`config.mk`:
```
export PLATFORM = sky130hd
export DESIGN_NAME = srs_ctrl
export DESIGN_NICKNAME = d
export VERILOG_FILES = /design/src/design/srs_pkg.sv /design/src/design/srs_ctrl.sv
export SDC_FILE = /design/constraint.sdc
export NUM_CORES = 1
export LEC_CHECK = 0
export ABC_AREA = 0
export BUFFER_PORTS_ARGS = -buffer_cell sky130_fd_sc_hd__buf_2
export CAP_MARGIN = 5
export CORE_AREA = 8 8 45 47
export CTS_CLUSTER_DIAMETER = 40
export DETAILED_ROUTE_END_ITERATION = 16
export DIE_AREA = 0 0 53 55
export GPL_ROUTABILITY_DRIVEN = 1
export GPL_TIMING_DRIVEN = 0
export PLACE_DENSITY_LB_ADDON = 0.1
export RECOVER_POWER = 100
export SYNTH_ARGS = -nofsm -noshare
export SYNTH_HDL_FRONTEND = slang
export SYNTH_SLANG_ARGS = --single-unit
```
`constraint.sdc`:
```
create_clock -name clk -period 2.2 [get_ports clk]
set_clock_uncertainty 0.1 [all_clocks]
set_input_delay 0.22 -clock clk [delete_from_list [all_inputs] [get_ports clk]]
set_output_delay 0.22 -clock clk [all_outputs]
set_load 0.02 [all_outputs]
```
`src/design/srs_pkg.sv`:
```
`timescale 1ns / 1ps
// ----------------------------------------------------------------------------
// srs_pkg
// Shared types and constants for the sorted range first/last search block.
// ----------------------------------------------------------------------------
package srs_pkg;

  localparam int IDX_WIDTH  = 10;
  localparam int DATA_WIDTH = 32;
  // search bounds run from -1 up to 1024: signed, one bit of headroom
  localparam int SRCH_W     = IDX_WIDTH + 2;

  localparam logic ACT_WRITE  = 1'b0;
  localparam logic ACT_SEARCH = 1'b1;

  localparam logic PASS_FIRST = 1'b0;
  localparam logic PASS_LAST  = 1'b1;

  typedef logic        [IDX_WIDTH-1:0]  idx_t;
  typedef logic signed [DATA_WIDTH-1:0] data_t;
  typedef logic signed [SRCH_W-1:0]     srch_t;

  typedef struct packed {
    logic load;   // capture an accepted word
    logic write;  // accepted word is a store write
    logic init;   // start a search pass from the captured range
    logic probe;  // one compare step of the current pass
    logic pass;   // PASS_FIRST or PASS_LAST
    logic emit;   // drive the result strobe
  } srs_cmd_t;

  typedef struct packed {
    logic range_done;  // low bound crossed high bound
  } srs_stat_t;

  function automatic srch_t mid_of(srch_t lo, srch_t hi);
    srch_t diff;
    diff = hi - lo;
    return lo + (diff >>> 1);
  endfunction

endpackage

```
`src/design/srs_ctrl.sv`:
```
`timescale 1ns / 1ps
// ----------------------------------------------------------------------------
// srs_ctrl
// Sequencer: two binary search passes over the store, then one result strobe.
// ----------------------------------------------------------------------------
module srs_ctrl (
  input  logic              clk,
  input  logic              rst_n,
  input  logic              start,
  input  logic              in_action,
  input  srs_pkg::srs_stat_t stat,
  output srs_pkg::srs_cmd_t  cmd,
  output logic              busy
);
  import srs_pkg::*;

  localparam logic [1:0] ST_IDLE   = 2'd0;
  localparam logic [1:0] ST_INIT   = 2'd1;
  localparam logic [1:0] ST_PROBE  = 2'd2;
  localparam logic [1:0] ST_FINISH = 2'd3;

  logic [1:0] state_r, state_nxt;
  logic       pass_r, pass_nxt;
  logic       accept;

  assign busy   = (state_r != ST_IDLE);
  assign accept = start && !busy;

  always_comb begin
    state_nxt = state_r;
    pass_nxt  = pass_r;
    cmd       = '0;
    cmd.pass  = pass_r;
    case (state_r)
      ST_IDLE: begin
        cmd.load  = accept;
        cmd.write = accept && (in_action == ACT_WRITE);
        if (accept && (in_action == ACT_SEARCH)) begin
          state_nxt = ST_INIT;
          pass_nxt  = PASS_FIRST;
        end
      end
      ST_INIT: begin
        cmd.init  = 1'b1;
        state_nxt = ST_PROBE;
      end
      ST_PROBE: begin
        if (stat.range_done) begin
          if (pass_r == PASS_FIRST) begin
            pass_nxt  = PASS_LAST;
            state_nxt = ST_INIT;
          end else begin
            state_nxt = ST_FINISH;
          end
        end else begin
          cmd.probe = 1'b1;
        end
      end
      ST_FINISH: begin
        cmd.emit  = 1'b1;
        state_nxt = ST_IDLE;
      end
      default: begin
        state_nxt = ST_IDLE;
      end
    endcase
  end

  always_ff @(posedge clk) begin
    if (!rst_n) begin
      state_r <= ST_IDLE;
      pass_r  <= PASS_FIRST;
    end else begin
      state_r <= state_nxt;
      pass_r  <= pass_nxt;
    end
  end

endmodule

```
Yosys cells after proc, flatten, opt, wreduce, memory -nomap -nowiden
Index checks and enable logic that the tools add are counted.
- register bits: 3
- output and inout port bits: 7
- word-level logic and storage cells: 29
- equal/unequal tests: 5
- multiplexer cells: 12
- bitwise operators: 1
- reductions and logical operators: 9
- operators with widths (cell ; number):
    $mux W2 ; 4
    $pmux W2 S4 ; 1
    $mux W1 ; 6
    $eq A2 B2 Y1 const B ; 2
    $ne A2 B2 Y1 const B ; 2
    $reduce_bool A2 Y1 ; 2
    $logic_and A1 B1 Y1 ; 3
    $reduce_and A3 Y1 ; 1
    $eq A2 B1 Y1 const B ; 1
    $logic_not A2 Y1 ; 1
    $pmux W1 S2 ; 1
    $reduce_and A2 Y1 ; 1
    $logic_not A1 Y1 ; 1
    $not A1 Y1 ; 1

Depth between registers and ports, before layout
Gate-level depths: netlist (run 1).
- depth after elaboration: 6
- mapped depth: 3
- gate-level depth less buffers: 3

Worst setup path before layout (run 1)
Ideal clock, no wire load.
- kind: register to output
- start: register state_r[1]
- end: output port cmd[4] (netlist bit)
- arrival: 1.081 ns
- data required time: 1.880 ns
- slack: 0.799 ns
- stages on the path, launching flop included: 3
- path buffers: 0
- cells stage by stage: dfxtp_1 > or2_4 > nor3_1
- RTL lines (element ; line ; RTL):
    from (decl) ; srs_ctrl.sv:22 ; logic [1:0] state_r, state_nxt;
    from (signal assigned) ; srs_ctrl.sv:74 ; state_r <= state_nxt;
    to (decl) ; srs_ctrl.sv:12 ; output srs_pkg::srs_cmd_t cmd,

==> results.yml, run 1 <==
critical_path:
  start_kind: "flip-flop"
  slowest_delay_ns: 0.35
  crit_fanout: 7
  crit_chain: "or2_0 -> nor3_1 -> clkbuf_1"
  worstSetupEndpointType: "primary output"
  worst_ep_arrival_time_ns: 1.27
  cp_slowest_cell: "dfxtp_1"
  path_class: "reg -> out"
  cp.required_ns: 1.88
cells_and_area:
  syn2layout_area_growth_pct: 53.73
  n_antenna_cell: 0
  final_common_cell: "clkbuf_1"
  final_cell_mix: "clkbuf_1 (8), nor2_1 (4), buf_2 (4)"
  fin_nets: 44
  drive_above_1_share_pct: 26.32
  fillerInstances: 169
detailed_routing:
  wl_per_cell_um: 9.278
  first_pass_iters: 2
  wirelength_um: 501
  vias: 186
  drtIter0Drc: 4
  drc: 0
  antenna_left: 0
  routed_via_density: 3.444
sta:
  fin_crit_ns: 1.591
  setup_viol: 0
  hold_viol: 0
  maxSlewViolCount: 0
  rsz0062_at_grt: "false"
  slew_headroom_pct: 82.25
  tns_ns: 0
  fmax_mhz: 628.7
  tightest_slew_ns: 0.2674
  layout_worst_path_cycle_share_pct: 72.30
global_route:
  grt_pass1_vias: 196
  grt_overflow: 0
  grt_antenna_before_repair: 0
  grt_usage_pct: 4.694
  grt_max_degree: 8
  grt_first_pass_wirelength_um: 883
clock_network:
  hold_buffers: 0
  cts_buffer_depth: 2
  clk_pin_slew_worst_paths_ns: 0.04
  cts_tree: "yes"
  clk-insertion-delay-late_ns: 0.23
  root_buffer: "clkbuf_4"
  cts_setup_buffers: 0
  cts_buffers: 3
  cts_sinks: 3
  postCtsResizedCells: 0
  htreeDepth: 1
floorplan:
  start_util_pct: 12.12
  core_mm2: 0.001384
  rows: 14
  dieWidth_um: 53
  die_y_um: 55
  pin_count: 12
  dieArea_mm2: 0.002915
power:
  p_per_area_mw_per_mm2: 720.2
  power_uw: 185.6
  p_leak_nw: 0.1086
  vdd_drop_max_v: 0.0001223
  internal_power_uw: 135.8
  clkPwrFrac_pct: 51.1
  switching_share_pct: 26.84
  p_switching_uw: 49.82
  p_comb_share_pct: 16.8
  seqPwrFrac_pct: 32.0
synthesis:
  ys_seq_area_share_pct: 35.82
  syn_area_um2: 167.7
  synth-seq-cells: 3
  syn_nets: 28
  yosys_warnings: 0
  netlist_instances: 23
  synth_cell_type_count: 15
  avgSynthCellArea_um2: 7.290
placement:
  globalplace.congestion: 0.6891
  portBuffers: 11
status:
  status: "completed"
job:
  drv_cap: 0
hold_path:
  hp-class: "in -> reg"
## stage by stage
step                      setup slack, ns  instances  util [%]  instance area (um^2)  hold slack [ns]
after global placement             0.9649         50     17.54                 242.7           0.3790
after global routing               0.5015         54     18.63                 257.7           0.1254
after CTS                          0.7056         54     19.44                 269.0           0.1269
final                              0.6095         54     18.63                 257.7           0.1298
after detailed placement           0.9622         50     17.54                 242.7           0.3715
after floorplan                    0.7993         23         -                 167.7           0.2285
## power groups by stage
stage	clock network [mW]	logic (mW)	registers [mW]
2_1_floorplan	0	0.0218	0.0597
3_3_place_gp	0	0.0351	0.0606
3_5_place_dp	0	0.0351	0.0603
4_1_cts	0.101	0.0352	0.0595
5_1_grt	0.111	0.0349	0.0597
6_report	0.0949	0.0312	0.0595
## cell type report
class	count	area, um^2	share of cell area (%)
buffer	1	7.507	2.913
clock buffer	4	26.28	10.19
inverter	3	11.26	4.369
multi-input combinational	16	86.33	33.50
sequential	3	60.06	23.30
tap	16	20.02	7.767
timing repair buffer	11	46.29	17.96
## worst paths after layout
kind	cells after the start	start	slack, ns	end
setup / recovery	3	state_r[1]	0.61	cmd[4]
hold / removal	2	rst_n	0.13	state_r[1]
setup reg to reg	3	state_r[1]	1.15	pass_r
hold reg to reg	2	pass_r	0.41	pass_r
## kinds of logic (layout without fill, tap and decap cells)
group | after synthesis | in the layout | synth area share (%)
compound gates | 5 | 5 | 19.40
buf+inv | 4 | 19 | 11.20
flops | 3 | 3 | 35.82
simple gates | 11 | 11 | 33.59
## layer usage
metal  up-vias  part of all wire, %  global-route usage (%)
met4         0                    0                   3.879
met3         0                   15                   5.882
li1        105                    -                       -
met2         5                   49                   5.859
met5         -                    0                       0
met1        76                   36                   3.788
## worst max-delay path, delay by kind of cell (launching register included)
| kind | cells | cell delay (ns) |
|---|---|---|
| simple gates | 2 | 0.43 |
| flops | 1 | 0.35 |
| buf+inv | 1 | 0.25 |
## cells in the mapped netlist
cell | count | area share [%]
dfxtp_1 | 3 | 36
nand2_1 | 2 | 4.5
and3_1 | 1 | 3.7
inv_1 | 3 | 6.7
o21ai_0 | 1 | 3.0
a31oi_1 | 1 | 3.7
o21a_1 | 1 | 4.5
o21ai_2 | 1 | 5.2
and2_2 | 1 | 4.5
a21oi_1 | 1 | 3.0
or2_4 | 1 | 5.2
nand2b_1 | 1 | 3.7
buf_4 | 1 | 4.5
nor3_1 | 1 | 3.0
nor2_1 | 4 | 9.0
## sequential cells by signal (all words and copies together), names as in the netlist
| name | count |
|---|---|
| state_r | 2 |
| pass_r | 1 |
No activity file was read; power rests on OpenSTA's default activity.
==> run 2, diff against run 1 <==
--- a/config.mk
+++ b/config.mk
@@ -5,7 +5,7 @@
 export SDC_FILE = /design/constraint.sdc
 export NUM_CORES = 1
 export LEC_CHECK = 0
-export ABC_AREA = 0
+export ABC_AREA = 1
 export BUFFER_PORTS_ARGS = -buffer_cell sky130_fd_sc_hd__buf_2
 export CAP_MARGIN = 5
 export CORE_AREA = 8 8 45 47
==> constraint.sdc (replaced) <==
create_clock -name clk -period 1.6 [get_ports clk]
set_clock_uncertainty 0.1 [all_clocks]
set_input_delay 0.16 -clock clk [delete_from_list [all_inputs] [get_ports clk]]
set_output_delay 0.16 -clock clk [all_outputs]
set_load 0.02 [all_outputs]
==> run 2 against run 1 <==
- first-iteration DRC count decreased by 25%
- register-to-register slack got worse by 0.64 ns
- wire length increased by 8.6%
- sequential cell count unchanged
- synthesized area increased by 9.7%
- non-clock buffer count unchanged
- worst setup slack got worse by 0.49 ns
- core utilization increased by 1.4 points
- final cell count increased by 11%
- clock power increased by 43%
- largest power group unchanged
==> results.yml, run 2 <==
status:
  status: "completed"
synthesis:
  synth_xor_area_share_pct: 0
  avgSynthCellArea_um2: 6.342
  synth.area.mux_share_pct: 0
  ys.flop_type: "dfxtp_1"
  synth_area_leaders: "dfxtp_1 (33%), inv_1 (14%), nand2_1 (14%)"
  synth_cell_type_count: 12
  synth_top_family_by_area: "simple AND/OR/NAND/NOR gates"
  synth_compound_area_share_pct: 17.01
  syn_area_um2: 183.9
  ys_seq_area_share_pct: 32.65
  ys_async_sr_fraction_pct: 0
  synth-seq-cells: 3
  yosys.area_share.adder_pct: 0
  yosys.area_share.simple_pct: 29.93
  synthTopCellsByCount: "inv_1 (7), nand2_1 (7), dfxtp_1 (3), nor2_1 (3), a21oi_2 (2)"
  synth_top_area_share_pct: 32.65
  synth-edff-count: 0
  yosys_warnings: 0
  synth_largest_area_cell: "dfxtp_1"
  netlist_instances: 29
  syn_nets: 34
cells_and_area:
  largestRegisters: "state_r: 2 flops, pass_r: 1 flops"
  largest_register: "state_r"
  syn2layout_area_growth_pct: 50.34
  n_antenna_cell: 0
  drive_above_1_share_pct: 31.82
  final_cell_mix: "inv_1 (8), nand2_1 (7), clkbuf_1 (6), nor2_1 (4), buf_2 (4)"
  fin_nets: 50
  largest_reg_flops: 2
  final_util_pct: 19.98
  final_common_cell: "inv_1"
floorplan:
  dieWidth_um: 53
  rows: 14
  pin_count: 12
  core_mm2: 0.001384
  die_y_um: 55
  dieArea_mm2: 0.002915
  start_util_pct: 13.29
detailed_routing:
  first_pass_iters: 3
  top_layer_used: "met4"
  wl_per_cell_um: 9.067
  wirelength_um: 544
  drc: 0
  wl_met2_um: 246
  antenna_left: 0
  vias: 205
  drtIter0Drc: 3
  routed_via_density: 3.417
  wl_met1_um: 227
  wl_met3_um: 54
global_route:
  grt_antenna_before_repair: 0
  grt_usage_pct: 4.421
  grt_max_degree: 6
  grt_first_pass_wirelength_um: 869
  grt_pass1_vias: 234
  grt_overflow: 0
sta:
  layout_worst_path_cycle_share_pct: 92.54
  tightest_slew_ns: 0.2648
  hold_viol: 0
  fin_crit_ns: 1.481
  tns_ns: 0
  maxSlewViolCount: 0
  holdWs_ns: 0.08855
  setup_viol: 0
  rsz0062_at_grt: "false"
  fmax_mhz: 675.4
  slew_headroom_pct: 82.28
critical_path:
  cp.required_ns: 1.34
  r2r_cells: 5
  crit_fanout: 3
  worst_ep_arrival_time_ns: 1.22
  worstSetupEndpointType: "primary output"
  start_kind: "flip-flop"
  path_class: "reg -> out"
clock_network:
  cts_buffer_depth: 2
  hold_buffers: 0
  cts_sinks: 3
  htreeDepth: 1
  clk-insertion-delay-late_ns: 0.24
  postCtsResizedCells: 0
  cts_setup_buffers: 0
  cts_buffers: 3
  root_buffer: "clkbuf_4"
  cts_tree: "yes"
  clk_pin_slew_worst_paths_ns: 0.04
job:
  drv_cap: 0
power:
  p_per_area_mw_per_mm2: 981.1
  p_leak_nw: 0.1585
  clkPwrFrac_pct: 50.3
  switching_share_pct: 30.13
  p_switching_uw: 81.73
  internal_power_uw: 189.6
  seqPwrFrac_pct: 30.5
  p_comb_share_pct: 19.2
  vdd_drop_max_v: 0.0002529
hold_path:
  hp-class: "in -> reg"
  hold_depth: 3
placement:
  portBuffers: 11
  globalplace.congestion: 0.6635
  dp_hpwl_um: 446
[run 2: cell type report]
class / instances / area [um^2]
clock buffers: 4 / 26.28
well taps: 16 / 20.02
multi-input cells: 17 / 83.83
plain buffers: 1 / 7.507
fillers: 168 / 1107
inverters: 8 / 30.03
repair buffers: 11 / 48.80
flip-flops and latches: 3 / 60.06
[run 2: critical path, stage by stage (launching register included)]
cell and delay, ns:
dfxtp_1 0.35, inv_1 0.08, nor2_1 0.22, nand2_1 0.10, inv_1 0.07, clkbuf_2 0.16
[run 2: kinds of logic (layout without fill, tap and decap cells)]
logic type             Yosys count  after routing
AND/OR/NAND/NOR                 13             13
buffers and inverters            9             24
flip-flops                       3              3
AO/OA/AOI/OAI                    4              4
[run 2: final timing paths]
path	start	end	slack, ns
setup / recovery	state_r[1]	cmd[2]	0.12
hold / removal	stat	pass_r	0.09
setup reg to reg	state_r[1]	state_r[0]	0.51
hold reg to reg	pass_r	pass_r	0.40
[run 2: power groups by stage]
stage / clock, mW / sequential, mW / combinational (mW)
2_1_floorplan: 0 / 0.0836 / 0.0355
3_3_place_gp: 0 / 0.0845 / 0.0548
3_5_place_dp: 0 / 0.0847 / 0.0556
4_1_cts: 0.144 / 0.0834 / 0.0556
5_1_grt: 0.149 / 0.0834 / 0.0588
6_report: 0.136 / 0.0829 / 0.0520
[run 2: routing by layer]
| layer | track usage (%) | up-vias |
|---|---|---|
| met1 | 4.091 | 82 |
| met4 | 6.466 | 0 |
| met2 | 6.055 | 9 |
| met5 | 0 | - |
| met3 | 2.139 | 2 |
| li1 | - | 112 |
[run 2: stage by stage]
step           setup WS [ns]  power, mW  cell area, um^2  std cells
3_3_place_gp          0.4761     0.1393            259.0         56
3_5_place_dp          0.4482     0.1402            259.0         56
2_1_floorplan         0.4876     0.1191            183.9         29
5_1_grt              0.03901     0.2914            276.5         60
6_report              0.1193     0.2713            276.5         60
4_1_cts               0.1974     0.2835            285.3         60
==> run 3, diff against run 2 <==
--- a/config.mk
+++ b/config.mk
@@ -9,12 +9,12 @@
 export BUFFER_PORTS_ARGS = -buffer_cell sky130_fd_sc_hd__buf_2
 export CAP_MARGIN = 5
 export CORE_AREA = 8 8 45 47
-export CTS_CLUSTER_DIAMETER = 40
+export CTS_CLUSTER_DIAMETER = 150
 export DETAILED_ROUTE_END_ITERATION = 16
 export DIE_AREA = 0 0 53 55
 export GPL_ROUTABILITY_DRIVEN = 1
 export GPL_TIMING_DRIVEN = 0
-export PLACE_DENSITY_LB_ADDON = 0.1
+export PLACE_DENSITY_LB_ADDON = 0.3
 export RECOVER_POWER = 100
 export SYNTH_ARGS = -nofsm -noshare
 export SYNTH_HDL_FRONTEND = slang
==> run 3 against run 2 <==
- global-route usage fell by 0.54 points
- register-to-register slack improved by 0.02 ns
- combinational power about the same
- hold slack got worse by 0.0016 ns
- power decreased by 1.6%
- critical endpoint unchanged
==> results.yml, run 3 (synthesis results as in run 2) <==
power:
  p_switching_uw: 77.59
  clkPwrFrac_pct: 49.8
  p_comb_share_pct: 19.3
  seqPwrFrac_pct: 30.9
  p_leak_nw: 0.1585
  internal_power_uw: 189.4
  vdd_drop_max_v: 0.0004159
  switching_share_pct: 29.06
  p_per_area_mw_per_mm2: 965.6
cells_and_area:
  final_common_cell: "inv_1"
  drive_above_1_share_pct: 31.82
  final_cell_mix: "inv_1 (8), nand2_1 (7), clkbuf_1 (6), nor2_1 (4), buf_2 (4)"
  area.sequential_um2: 60.06
  fillerInstances: 172
  final_util_pct: 19.98
  fin_nets: 50
  n_antenna_cell: 0
  finalNonFillerCells: 60
  syn2layout_area_growth_pct: 50.34
  largest_reg_flops: 2
  multi_input_area_um2: 83.83
  largest_register: "state_r"
  largestRegisters: "state_r: 2 flops, pass_r: 1 flops"
clock_network:
  hold_buffers: 0
  cts_setup_buffers: 0
  root_buffer: "clkbuf_4"
  htreeDepth: 1
  cts_buffers: 3
  clk-insertion-delay-late_ns: 0.23
  clk_pin_slew_worst_paths_ns: 0.04
  cts_sinks: 3
  cts_buffer_depth: 2
  cts_tree: "yes"
  postCtsResizedCells: 0
critical_path:
  worstSetupEndpointType: "primary output"
  path_class: "reg -> out"
  worst_ep_arrival_time_ns: 1.20
  cp.required_ns: 1.34
  slowest_delay_ns: 0.34
  worstReg2RegEnd: "state_r[0]"
  cp_slowest_cell: "dfxtp_1"
  r2r_cells: 5
  start_kind: "flip-flop"
  crit_fanout: 3
  crit_chain: "inv_1 -> nor2_1 -> nand2_1 -> inv_1 -> clkbuf_2"
  reg2reg_from: "state_r[1]"
  rrSetupSlack_ns: 0.53
  crit_top_cell: "inv_1"
sta:
  slew_headroom_pct: 82.41
  setup_ws_ns: 0.1384
  layout_worst_path_cycle_share_pct: 91.35
  tightest_slew_ns: 0.2629
  fin_crit_ns: 1.462
  tns_ns: 0
  holdWs_ns: 0.08698
  rsz0062_at_grt: "false"
  fmax_mhz: 684.2
  setup_viol: 0
  maxSlewViolCount: 0
  hold_viol: 0
detailed_routing:
  first_pass_iters: 2
  wl_per_cell_um: 8.283
  antenna_left: 0
  wirelength_um: 497
  vias: 200
  drtIter0Drc: 3
  drc: 0
  routed_via_density: 3.333
placement:
  globalplace.congestion: 0.6607
  dp_cells: 56
  dp_hpwl_um: 417.6
  pre_cts_slack_ns: 0.4698
  portBuffers: 11
status:
  status: "completed"
global_route:
  grt_usage_pct: 3.880
  grt_overflow: 0
  grt_max_degree: 6
  grt_antenna_before_repair: 0
  grt_pass1_vias: 203
  grt_first_pass_wirelength_um: 772
hold_path:
  min_to: "pass_r"
  hp-start: "stat"
  hp-class: "in -> reg"
  hold_depth: 3
job:
  drv_cap: 0
floorplan:
  rows: 14
  dieWidth_um: 53
  die_y_um: 55
  core_mm2: 0.001384
  dieArea_mm2: 0.002915
  pin_count: 12
  start_util_pct: 13.29
## run 3: cell counts in the layout (fill, tap and decap cells not counted)
No cell type changed its count.
## run 3: worst max-delay path: cells and delay by family (launching register included)
kind | cells | cell delay, ns
buf+inv | 3 | 0.30
flops | 1 | 0.34
simple gates | 2 | 0.33
## run 3: metal layers
metal / track usage [%] / up-vias / wire, um
li1: - / 112 / -
met1: 3.495 / 80 / 218
met2: 5.469 / 8 / 211
met3: 5.348 / 0 / 67
met4: 0 / 0 / 0
met5: 0 / - / 0
## run 3: worst max path at each step
stage	startpoint	end	slack, ns	cells after the start
2_1_floorplan	state_r[0]	cmd[4]	0.49	3
3_3_place_gp	state_r[0]	cmd[4]	0.47	4
3_5_place_dp	state_r[0]	cmd[4]	0.47	4
4_1_cts	state_r[0]	cmd[4]	0.21	4
5_1_grt	state_r[1]	cmd[2]	0.05	5
6_report	state_r[1]	cmd[2]	0.14	5
## run 3: power by group through the flow
stage	clock, mW	sequential (mW)	combinational [mW]
floorplan	0	0.0836	0.0355
finish	0.133	0.0825	0.0517
CTS	0.142	0.0830	0.0555
global route	0.154	0.0829	0.0569
global placement	0	0.0841	0.0546
detailed placement	0	0.0841	0.0554
## run 3: stage by stage
step	total power [mW]	area, um^2
global route	0.2939	276.5
finish	0.2670	276.5
detailed placement	0.1396	259.0
CTS	0.2801	285.3
floorplan	0.1191	183.9
global placement	0.1388	259.0
## run 3: final cells by class
type / instances / area share [%]
Multi-Input combinational cell: 17 / 30.32
Sequential cell: 3 / 21.72
Timing Repair Buffer: 11 / 17.65
Inverter: 8 / 10.86
Clock buffer: 4 / 9.502
Tap cell: 16 / 7.240
Buffer: 1 / 2.715
